### src/rtl/spm_pkg.sv
// ----------------------------------------------------------------------------
// spm_pkg
// Shared constants for the servo PWM record and playback block.
// ----------------------------------------------------------------------------
package spm_pkg;

    // Circular pulse store.
    localparam int STORE_DEPTH = 100;
    localparam int PTR_W       = $clog2(STORE_DEPTH);

    // Field and register widths.
    localparam int ADC_W    = 12;
    localparam int PULSE_W  = 13;
    localparam int MIN_W    = 12;
    localparam int SPAN_W   = 12;
    localparam int PERIOD_W = 16;
    localparam int REC_W    = 20;
    localparam int PROD_W   = ADC_W + SPAN_W;

    // Configuration port.
    localparam int CFG_IDX_W  = 2;
    localparam int CFG_DATA_W = 20;

    localparam logic [CFG_IDX_W-1:0] CFG_PULSE_MIN       = 2'd0;
    localparam logic [CFG_IDX_W-1:0] CFG_PULSE_SPAN      = 2'd1;
    localparam logic [CFG_IDX_W-1:0] CFG_PWM_PERIOD      = 2'd2;
    localparam logic [CFG_IDX_W-1:0] CFG_RECORD_INTERVAL = 2'd3;

    // Reset values.
    localparam logic [MIN_W-1:0]    RST_PULSE_MIN       = 12'd1000;
    localparam logic [SPAN_W-1:0]   RST_PULSE_SPAN      = 12'd1000;
    localparam logic [PERIOD_W-1:0] RST_PWM_PERIOD      = 16'd20000;
    localparam logic [REC_W-1:0]    RST_RECORD_INTERVAL = 20'd100000;
    localparam logic [PULSE_W-1:0]  RST_PULSE           = 13'd1500;

    // Full-scale ADC code used as the divisor of the mapping.
    localparam logic [ADC_W-1:0] ADC_FULL = 12'd4095;

    // Stream widths.
    localparam int S_TDATA_W = 16;
    localparam int M_TDATA_W = 16;

endpackage

### src/rtl/servo_pwm_record_playback.sv
// ----------------------------------------------------------------------------
// servo_pwm_record_playback
// Servo PWM generator that records potentiometer positions and plays them back.
// ----------------------------------------------------------------------------
// Every request on the input stream is one timer tick and yields exactly one
// result on the output stream, in order. The block takes one request per
// clock cycle unless a result held on the output stream stalls it. The edge
// that takes a request loads the first of the three stages that map the ADC
// sample: one multiply stage, one reciprocal stage for the division by 4095,
// and one correction stage, from which the tick moves through the state update
// into the output register. The period, record and pointer state, and the
// pulse store RAM, are updated once per tick as the tick leaves the mapping
// pipeline. The RAM is read ahead at the next read pointer, with the write of
// the same cycle forwarded. Store entries carry valid bits that reset clears
// at once, so an entry never written reads as zero and no clearing pass
// follows reset. The user must write configuration registers only while no
// tick is in flight; the block itself does not enforce this.
// ----------------------------------------------------------------------------
module servo_pwm_record_playback
    import spm_pkg::*;
(
    input  logic                  i_clk,
    input  logic                  i_rst_n,

    // Input ticks. tdata: [0] adc_valid, [12:1] adc_value, [13] toggle,
    // [15:14] zero.
    input  logic                  i_s_axis_tvalid,
    output logic                  o_s_axis_tready,
    input  logic [S_TDATA_W-1:0]  i_s_axis_tdata,

    // Results. tdata: [0] servo_out, [1] playback_mode, [14:2] pulse_width,
    // [15] zero.
    output logic                  o_m_axis_tvalid,
    input  logic                  i_m_axis_tready,
    output logic [M_TDATA_W-1:0]  o_m_axis_tdata,

    // Configuration write port.
    input  logic                  i_cfg_wr_en,
    input  logic [CFG_IDX_W-1:0]  i_cfg_index,
    input  logic [CFG_DATA_W-1:0] i_cfg_data
);

    // ------------------------------------------------------------------------
    // Configuration registers
    // ------------------------------------------------------------------------
    logic [MIN_W-1:0]    r_pulse_min;
    logic [SPAN_W-1:0]   r_pulse_span;
    logic [PERIOD_W-1:0] r_pwm_period;
    logic [REC_W-1:0]    r_record_interval;

    always_ff @(posedge i_clk) begin
        if (!i_rst_n) begin
            r_pulse_min       <= RST_PULSE_MIN;
            r_pulse_span      <= RST_PULSE_SPAN;
            r_pwm_period      <= RST_PWM_PERIOD;
            r_record_interval <= RST_RECORD_INTERVAL;
        end else if (i_cfg_wr_en) begin
            case (i_cfg_index)
                CFG_PULSE_MIN:       r_pulse_min       <= i_cfg_data[MIN_W-1:0];
                CFG_PULSE_SPAN:      r_pulse_span      <= i_cfg_data[SPAN_W-1:0];
                CFG_PWM_PERIOD:      r_pwm_period      <= i_cfg_data[PERIOD_W-1:0];
                CFG_RECORD_INTERVAL: r_record_interval <= i_cfg_data[REC_W-1:0];
                default: begin
                end
            endcase
        end
    end

    // A period or interval of zero behaves like one.
    logic [PERIOD_W-1:0] period_lim;
    logic [REC_W-1:0]    interval_lim;

    assign period_lim   = (r_pwm_period == '0) ? PERIOD_W'(1) : r_pwm_period;
    assign interval_lim = (r_record_interval == '0) ? REC_W'(1) : r_record_interval;

    // ------------------------------------------------------------------------
    // Pipeline flow control. Each stage loads when it is empty or when the
    // stage after it loads, so bubbles collapse and a result waiting in the
    // output register does not stop earlier stages from filling.
    // ------------------------------------------------------------------------
    logic r_a_vld, r_b_vld, r_c_vld, r_out_vld;
    logic en_a, en_b, en_c, en_out, step;

    assign en_out = !r_out_vld || i_m_axis_tready;
    assign en_c   = !r_c_vld || en_out;
    assign en_b   = !r_b_vld || en_c;
    assign en_a   = !r_a_vld || en_b;
    assign step   = r_c_vld && en_out;

    assign o_s_axis_tready = en_a;

    // Input field unpacking.
    logic             in_adc_valid;
    logic [ADC_W-1:0] in_adc_value;
    logic             in_toggle;

    assign in_adc_valid = i_s_axis_tdata[0];
    assign in_adc_value = i_s_axis_tdata[ADC_W:1];
    assign in_toggle    = i_s_axis_tdata[ADC_W+1];

    // ------------------------------------------------------------------------
    // Mapping pipeline: pulse = min + adc * span / 4095.
    // Stage A holds the product. Stage B holds an estimate of the quotient
    // from (p + p/4096) / 4096, which is never high and at most one low.
    // Stage C corrects the estimate with one compare and adds the minimum.
    // ------------------------------------------------------------------------
    logic              r_a_adcv, r_a_tog;
    logic [PROD_W-1:0] r_a_prod;
    logic              r_b_adcv, r_b_tog;
    logic [PROD_W-1:0] r_b_prod;
    logic [ADC_W-1:0]  r_b_quo;
    logic              r_c_adcv, r_c_tog;
    logic [PULSE_W-1:0] r_c_map;

    logic [PROD_W:0]    quo_sum;
    logic [ADC_W-1:0]   quo_est;
    logic [PROD_W:0]    quo_rem;
    logic [ADC_W-1:0]   quo_fix;
    logic [PULSE_W-1:0] map_val;

    assign quo_sum = {1'b0, r_a_prod} + (PROD_W+1)'(r_a_prod >> 12);
    assign quo_est = quo_sum[ADC_W+12-1:12];

    // Remainder p - q * 4095 = p - q * 4096 + q.
    assign quo_rem = {1'b0, r_b_prod} - ((PROD_W+1)'(r_b_quo) << 12)
                   + (PROD_W+1)'(r_b_quo);
    assign quo_fix = (quo_rem >= (PROD_W+1)'(ADC_FULL)) ? r_b_quo + ADC_W'(1) : r_b_quo;
    assign map_val = PULSE_W'(r_pulse_min) + PULSE_W'(quo_fix);

    always_ff @(posedge i_clk) begin
        if (!i_rst_n) begin
            r_a_vld <= 1'b0;
            r_b_vld <= 1'b0;
            r_c_vld <= 1'b0;
        end else begin
            if (en_a) begin
                r_a_vld <= i_s_axis_tvalid;
            end
            if (en_b) begin
                r_b_vld <= r_a_vld;
            end
            if (en_c) begin
                r_c_vld <= r_b_vld;
            end
        end
    end

    always_ff @(posedge i_clk) begin
        if (en_a) begin
            r_a_adcv <= in_adc_valid;
            r_a_tog  <= in_toggle;
            r_a_prod <= PROD_W'(in_adc_value) * PROD_W'(r_pulse_span);
        end
        if (en_b) begin
            r_b_adcv <= r_a_adcv;
            r_b_tog  <= r_a_tog;
            r_b_prod <= r_a_prod;
            r_b_quo  <= quo_est;
        end
        if (en_c) begin
            r_c_adcv <= r_b_adcv;
            r_c_tog  <= r_b_tog;
            r_c_map  <= map_val;
        end
    end

    // ------------------------------------------------------------------------
    // Tick state and the pulse store
    // ------------------------------------------------------------------------
    logic [PERIOD_W-1:0]    r_period_cnt, n_period_cnt;
    logic [REC_W-1:0]       r_record_cnt, n_record_cnt;
    logic [PULSE_W-1:0]     r_mapped, n_mapped;
    logic [PULSE_W-1:0]     r_compare, n_compare;
    logic                   r_pin, n_pin;
    logic                   r_mode, n_mode;
    logic [PTR_W-1:0]       r_wr_ptr, n_wr_ptr;
    logic [PTR_W-1:0]       r_rd_ptr, n_rd_ptr;
    logic [STORE_DEPTH-1:0] r_valid, n_valid;

    // Read-ahead bookkeeping for the entry at the read pointer.
    logic               r_fwd_hit;
    logic [PULSE_W-1:0] r_fwd_data;
    logic               r_fwd_vld;

    logic               st_we;
    logic [PULSE_W-1:0] ram_q;
    logic [PULSE_W-1:0] fetched;
    logic [PERIOD_W:0]  period_inc;
    logic [REC_W-1:0]   record_inc;

    spm_ram #(
        .WIDTH (PULSE_W),
        .DEPTH (STORE_DEPTH)
    ) u_store (
        .i_clk   (i_clk),
        .i_we    (st_we),
        .i_waddr (r_wr_ptr),
        .i_wdata (n_mapped),
        .i_raddr (n_rd_ptr),
        .o_rdata (ram_q)
    );

    // Contents of the entry at the current read pointer, including every
    // write made by earlier ticks.
    assign fetched = r_fwd_hit ? r_fwd_data : (r_fwd_vld ? ram_q : '0);

    assign period_inc = {1'b0, r_period_cnt} + (PERIOD_W+1)'(1);
    assign record_inc = r_record_cnt + REC_W'(1);

    always_comb begin
        n_period_cnt = r_period_cnt;
        n_record_cnt = r_record_cnt;
        n_mapped     = r_mapped;
        n_compare    = r_compare;
        n_pin        = r_pin;
        n_mode       = r_mode;
        n_wr_ptr     = r_wr_ptr;
        n_rd_ptr     = r_rd_ptr;
        n_valid      = r_valid;
        st_we        = 1'b0;

        if (step) begin
            // The toggle is applied first, then the sample in manual mode.
            n_mode = r_mode ^ r_c_tog;
            if (!n_mode && r_c_adcv) begin
                n_mapped  = r_c_map;
                n_compare = r_c_map;
            end

            // Period start raises the pin and, in playback, loads the next
            // stored width.
            if (r_period_cnt == '0) begin
                n_pin = 1'b1;
                if (n_mode) begin
                    n_compare = fetched;
                    n_rd_ptr  = (r_rd_ptr == PTR_W'(STORE_DEPTH - 1))
                              ? '0 : r_rd_ptr + PTR_W'(1);
                end
            end
            // The fall wins over the rise when both land on one tick.
            if (PULSE_W'(r_period_cnt) == n_compare
                && r_period_cnt[PERIOD_W-1:PULSE_W] == '0) begin
                n_pin = 1'b0;
            end

            n_period_cnt = (period_inc >= {1'b0, period_lim}) ? '0
                         : period_inc[PERIOD_W-1:0];

            // The record counter runs in both modes; only manual mode writes.
            n_record_cnt = record_inc;
            if (record_inc >= interval_lim) begin
                n_record_cnt = '0;
                if (!n_mode) begin
                    st_we             = 1'b1;
                    n_valid[r_wr_ptr] = 1'b1;
                    n_wr_ptr          = (r_wr_ptr == PTR_W'(STORE_DEPTH - 1))
                                      ? '0 : r_wr_ptr + PTR_W'(1);
                end
            end
        end
    end

    always_ff @(posedge i_clk) begin
        if (!i_rst_n) begin
            r_period_cnt <= '0;
            r_record_cnt <= '0;
            r_mapped     <= RST_PULSE;
            r_compare    <= RST_PULSE;
            r_pin        <= 1'b0;
            r_mode       <= 1'b0;
            r_wr_ptr     <= '0;
            r_rd_ptr     <= '0;
            r_valid      <= '0;
            r_fwd_hit    <= 1'b0;
            r_fwd_vld    <= 1'b0;
        end else begin
            r_period_cnt <= n_period_cnt;
            r_record_cnt <= n_record_cnt;
            r_mapped     <= n_mapped;
            r_compare    <= n_compare;
            r_pin        <= n_pin;
            r_mode       <= n_mode;
            r_wr_ptr     <= n_wr_ptr;
            r_rd_ptr     <= n_rd_ptr;
            r_valid      <= n_valid;
            // The RAM returns old data when read and write meet, so the write
            // is forwarded; the valid bit is sampled before this write too.
            r_fwd_hit    <= st_we && (r_wr_ptr == n_rd_ptr);
            r_fwd_vld    <= r_valid[n_rd_ptr];
        end
    end

    always_ff @(posedge i_clk) begin
        r_fwd_data <= n_mapped;
    end

    // ------------------------------------------------------------------------
    // Output register
    // ------------------------------------------------------------------------
    logic [M_TDATA_W-1:0] r_out_data;

    always_ff @(posedge i_clk) begin
        if (!i_rst_n) begin
            r_out_vld <= 1'b0;
        end else if (en_out) begin
            r_out_vld <= r_c_vld;
        end
    end

    always_ff @(posedge i_clk) begin
        if (step) begin
            r_out_data <= {1'b0, n_compare, n_mode, n_pin};
        end
    end

    assign o_m_axis_tvalid = r_out_vld;
    assign o_m_axis_tdata  = r_out_data;

endmodule

### src/rtl/spm_ram.sv
// ----------------------------------------------------------------------------
// spm_ram
// Generic single-port-write, single-port-read RAM with a registered read.
// A read of the address being written returns the old contents.
// ----------------------------------------------------------------------------
module spm_ram #(
    parameter int WIDTH = 8,
    parameter int DEPTH = 16
) (
    input  logic                     i_clk,
    input  logic                     i_we,
    input  logic [$clog2(DEPTH)-1:0] i_waddr,
    input  logic [WIDTH-1:0]         i_wdata,
    input  logic [$clog2(DEPTH)-1:0] i_raddr,
    output logic [WIDTH-1:0]         o_rdata
);

    logic [WIDTH-1:0] r_mem [DEPTH];
    logic [WIDTH-1:0] r_rdata;

    always_ff @(posedge i_clk) begin
        if (i_we) begin
            r_mem[i_waddr] <= i_wdata;
        end
        r_rdata <= r_mem[i_raddr];
    end

    assign o_rdata = r_rdata;

endmodule
### config.mk
export PLATFORM = sky130hd
export DESIGN_NAME = servo_pwm_record_playback
export DESIGN_NICKNAME = d
export VERILOG_FILES = /design/src/rtl/spm_pkg.sv /design/src/rtl/servo_pwm_record_playback.sv /design/src/rtl/spm_ram.sv
export SDC_FILE = /design/constraint.sdc
export NUM_CORES = 2
export LEC_CHECK = 0
export ABC_AREA = 1
export BUFFER_PORTS_ARGS = -buffer_cell sky130_fd_sc_hd__buf_2
export CORE_ASPECT_RATIO = 0.7
export CORE_MARGIN = 2
export CORE_UTILIZATION = 60
export DETAILED_ROUTE_END_ITERATION = 16
export PLACE_DENSITY = 0.76
export SLEW_MARGIN = 20
export SYNTH_ARGS = -nofsm -noshare
export SYNTH_HDL_FRONTEND = slang
export SYNTH_SLANG_ARGS = --single-unit
### constraint.sdc
create_clock -name i_clk -period 7.1 [get_ports i_clk]
set_input_delay 0.71 -clock i_clk [delete_from_list [all_inputs] [get_ports i_clk]]
set_output_delay 0.71 -clock i_clk [all_outputs]
set_load 0.02 [all_outputs]
==> run_results.csv <==
group,metric,value,unit
run_status,status,"finished, final reports clean",
synthesis,ys_seq_area_frac,0.599,
cts,clk_pin_slew,0.07,ns
layout,drive_gt1_frac,0.0572,
layout,final_cell_mix,"nand2_1, edfxtp_1, inv_1, nand3_1, a21oi_1",
placed_design,post-place-cells,9436,
min_path,hold_class,"in -> reg",
grt,grt_overflow,0,
layout,final_common_cell,"nand2_1",
routing,route.detailed.drc,0,
pwr,power_leakage,0.0359,µW
setup_path,worst_setup_path_start_kind,"register",
synthesis,yosysTopAreaCell,"edfxtp_1",
routing,drt-pass1-iter-count,7,
setup_path,critPathArrivalTime,6.45,ns
sta,worstMarginPinSlew,1.14,ns
run,drv_cap,0,
synthesis,synth.top_cell.area_share,0.531,
cts,cts_buffer_depth,3,
routing,routedWlPerCell,21.2,µm
pwr,p_per_area,287,nW/µm²
routing,num_vias,56700,
sta,final-hold-violation-count,0,
cts,insertion_delay,0.80,ns
die,num_rows,111,
cts,ctsResizeCount,0,
cts,postCtsSetupRepairBufs,0,
synthesis,ys_warn_count,0,
sta,clock_skew,0.0349,ns
setup_path,crit_required,7.53,ns
layout,final_util,0.655,
sta,tns,0,ns
setup_path,path_class,"reg -> reg",
synthesis,synth_edf_count,1394,
synthesis,synth_cells,7949,
synthesis,ys_ff_latch,1664,
grt,grt_pass1_vias,52800,
sta,maxSlewViolCount,0,
setup_path,cp_max_fo,13,
grt,antenna_found_initial,3,
synthesis,synth_area,78900,µm²
placed_design,dp_slack,1.28,ns
cts,ctsRootBufferMaster,"clkbuf_16",
pwr,ir_worst_vdd,0.277,mV
synthesis,syn_nets,8268,
routing,routed_via_density,5.83,
die,die_h,307,µm
cts,h-tree-depth,4,
synthesis,yosys-top-cells-area,"edfxtp_1, nand2_1, dfxtp_1",
synthesis,synth_async_sr_flop_share,0,
die,core-area,131000,µm²
synthesis,syn_avg_cell_area,9.92,µm²
cts,hold_buffers,0,
layout,area_growth,8.50,%
die,start_util,0.604,
sta,relSlewSlack,0.238,
sta,max_freq,166,MHz
sta,setup_violations,0,
sta,setup_ws,1.08,ns
sta,rsz0062_at_grt,"no",
grt,grt_start_max_net_pins,199,
routing,drt-total-wl,206000,µm
layout,instances_no_fill,9719,
placed_design,dp_hpwl,127000,µm
placed_design,portBuffers,57,
die,die_w,437,µm
setup_path,crit_path_end_kind,"register",
placed_design,gp_congestion,0.936,
sta,min_period_over_period,0.848,
grt,track_usage,0.304,
cts,cts.sinks,1664,
sta,period_needed,6.02,ns
grt,grt_pass1_wl,313000,µm
die,io_pins,61,
cts,cts-buffers-inserted,151,
layout,nets,8157,
cts,tritoncts,"done",
synthesis,synth_cell_types,53,
routing,ant_nets,0,
die,die_area,134000,µm²
synthesis,synth_top_flop_cell,"edfxtp_1",
routing,drt_iter0_markers,7780,
[power by group]
group / switching, µW / internal (µW)
Combinational: 3280 / 1800
Sequential: 190 / 10900
Clock: 3670 / 4740
[sequential cells by signal (all words and copies together), names as in the netlist, 13 cells and up]
signal / flops
r_compare: 13
r_c_map: 13
u_store.r_mem: 1300
r_b_prod: 24
u_store.o_rdata: 13
o_m_axis_tdata: 15
r_fwd_data: 13
r_mapped: 13
r_pwm_period: 16
r_valid: 100
r_a_prod: 24
r_period_cnt: 16
r_record_cnt: 20
r_record_interval: 20
[metrics by stage]
stage,total power [µW],instance area (µm²),hold slack [ns]
2_1_floorplan,15000,78900,0.400
3_3_place_gp,16200,80500,0.407
3_5_place_dp,16200,80500,0.415
4_1_cts,24500,85600,0.0598
5_1_grt,25600,85600,0.0891
6_report,24500,85600,0.102
[cell families (layout without fill, tap and decap cells)]
family          Yosys count  in the layout  share of synthesized area
simple gates           3423           3423                      0.192
flops                  1664           1664                      0.599
buf+inv                1606           1624                     0.0827
compound gates          882            882                     0.0623
fa+ha+maj               276            276                     0.0534
xor+xnor                 97             97                     0.0108
other cells               1              2                  0.0000475
[final cells by class]
type	instances	area (µm²)
fill	9817	45100
multi-input combinational	4679	25400
timing repair buffer	154	1210
clock buffer	207	4330
clock inverter	75	758
sequential	1664	47300
inverter	1188	4470
tap	1751	2190
antenna	1	2.50
[final timing paths]
path         slack [ns]  cells after the start                        endpoint                         start
max                1.08                     22  u_store.r_mem[38][1]$_DFFE_PP_  r_record_cnt[0]$_SDFFE_PN0P_
min                0.10                      1              r_a_adcv$_DFFE_PP_             i_s_axis_tdata[0]
max reg2reg        1.08                     22  u_store.r_mem[38][1]$_DFFE_PP_  r_record_cnt[0]$_SDFFE_PN0P_
min reg2reg        0.43                      0              r_c_adcv$_DFFE_PP_            r_b_adcv$_DFFE_PP_
[worst max-delay path, stage by stage, from the launching register on]
cell and delay (ns):
dfxtp_1 0.43, ha_1 0.24, nand4_1 0.17, nor2_1 0.12, inv_1 0.06, nor2_1 0.15, nand3_1 0.15, nor4_1 0.38
nand2_1 0.13, xor2_1 0.15, inv_1 0.09, ha_1 0.30, nand4_1 0.12, nor2_1 0.16, nand4_1 0.12, nand4_1 0.26
nand2_1 0.48, inv_1 0.24, nand2_1 0.16, nor2_1 0.67, buf_4 0.37, nand2_1 0.15, inv_1 0.52
[per-layer routing]
metal	share of wire	vias up	global-route usage
li1	-	26200	-
met1	0.43	27200	0.459
met2	0.43	2946	0.437
met3	0.12	369	0.0699
met4	0.027	0	0.0968
met5	0	-	0
[Yosys cell counts (all sizes together), types with 19 or more instances]
| library cell | n |
|---|---|
| nand2 | 1849 |
| edfxtp | 1394 |
| inv | 1180 |
| nand3 | 894 |
| a21oi | 375 |
| nor2 | 347 |
| o21ai | 297 |
| dfxtp | 270 |
| buf | 221 |
| nand3b | 216 |
| clkbuf | 197 |
| ha | 175 |
| o211ai | 129 |
| fa | 101 |
| xor2 | 74 |
| nand4 | 36 |
| nor3 | 36 |
| or2 | 27 |
| o22ai | 24 |
| xnor2 | 23 |
| a22oi | 19 |
No activity file was read; power rests on OpenSTA's default activity.
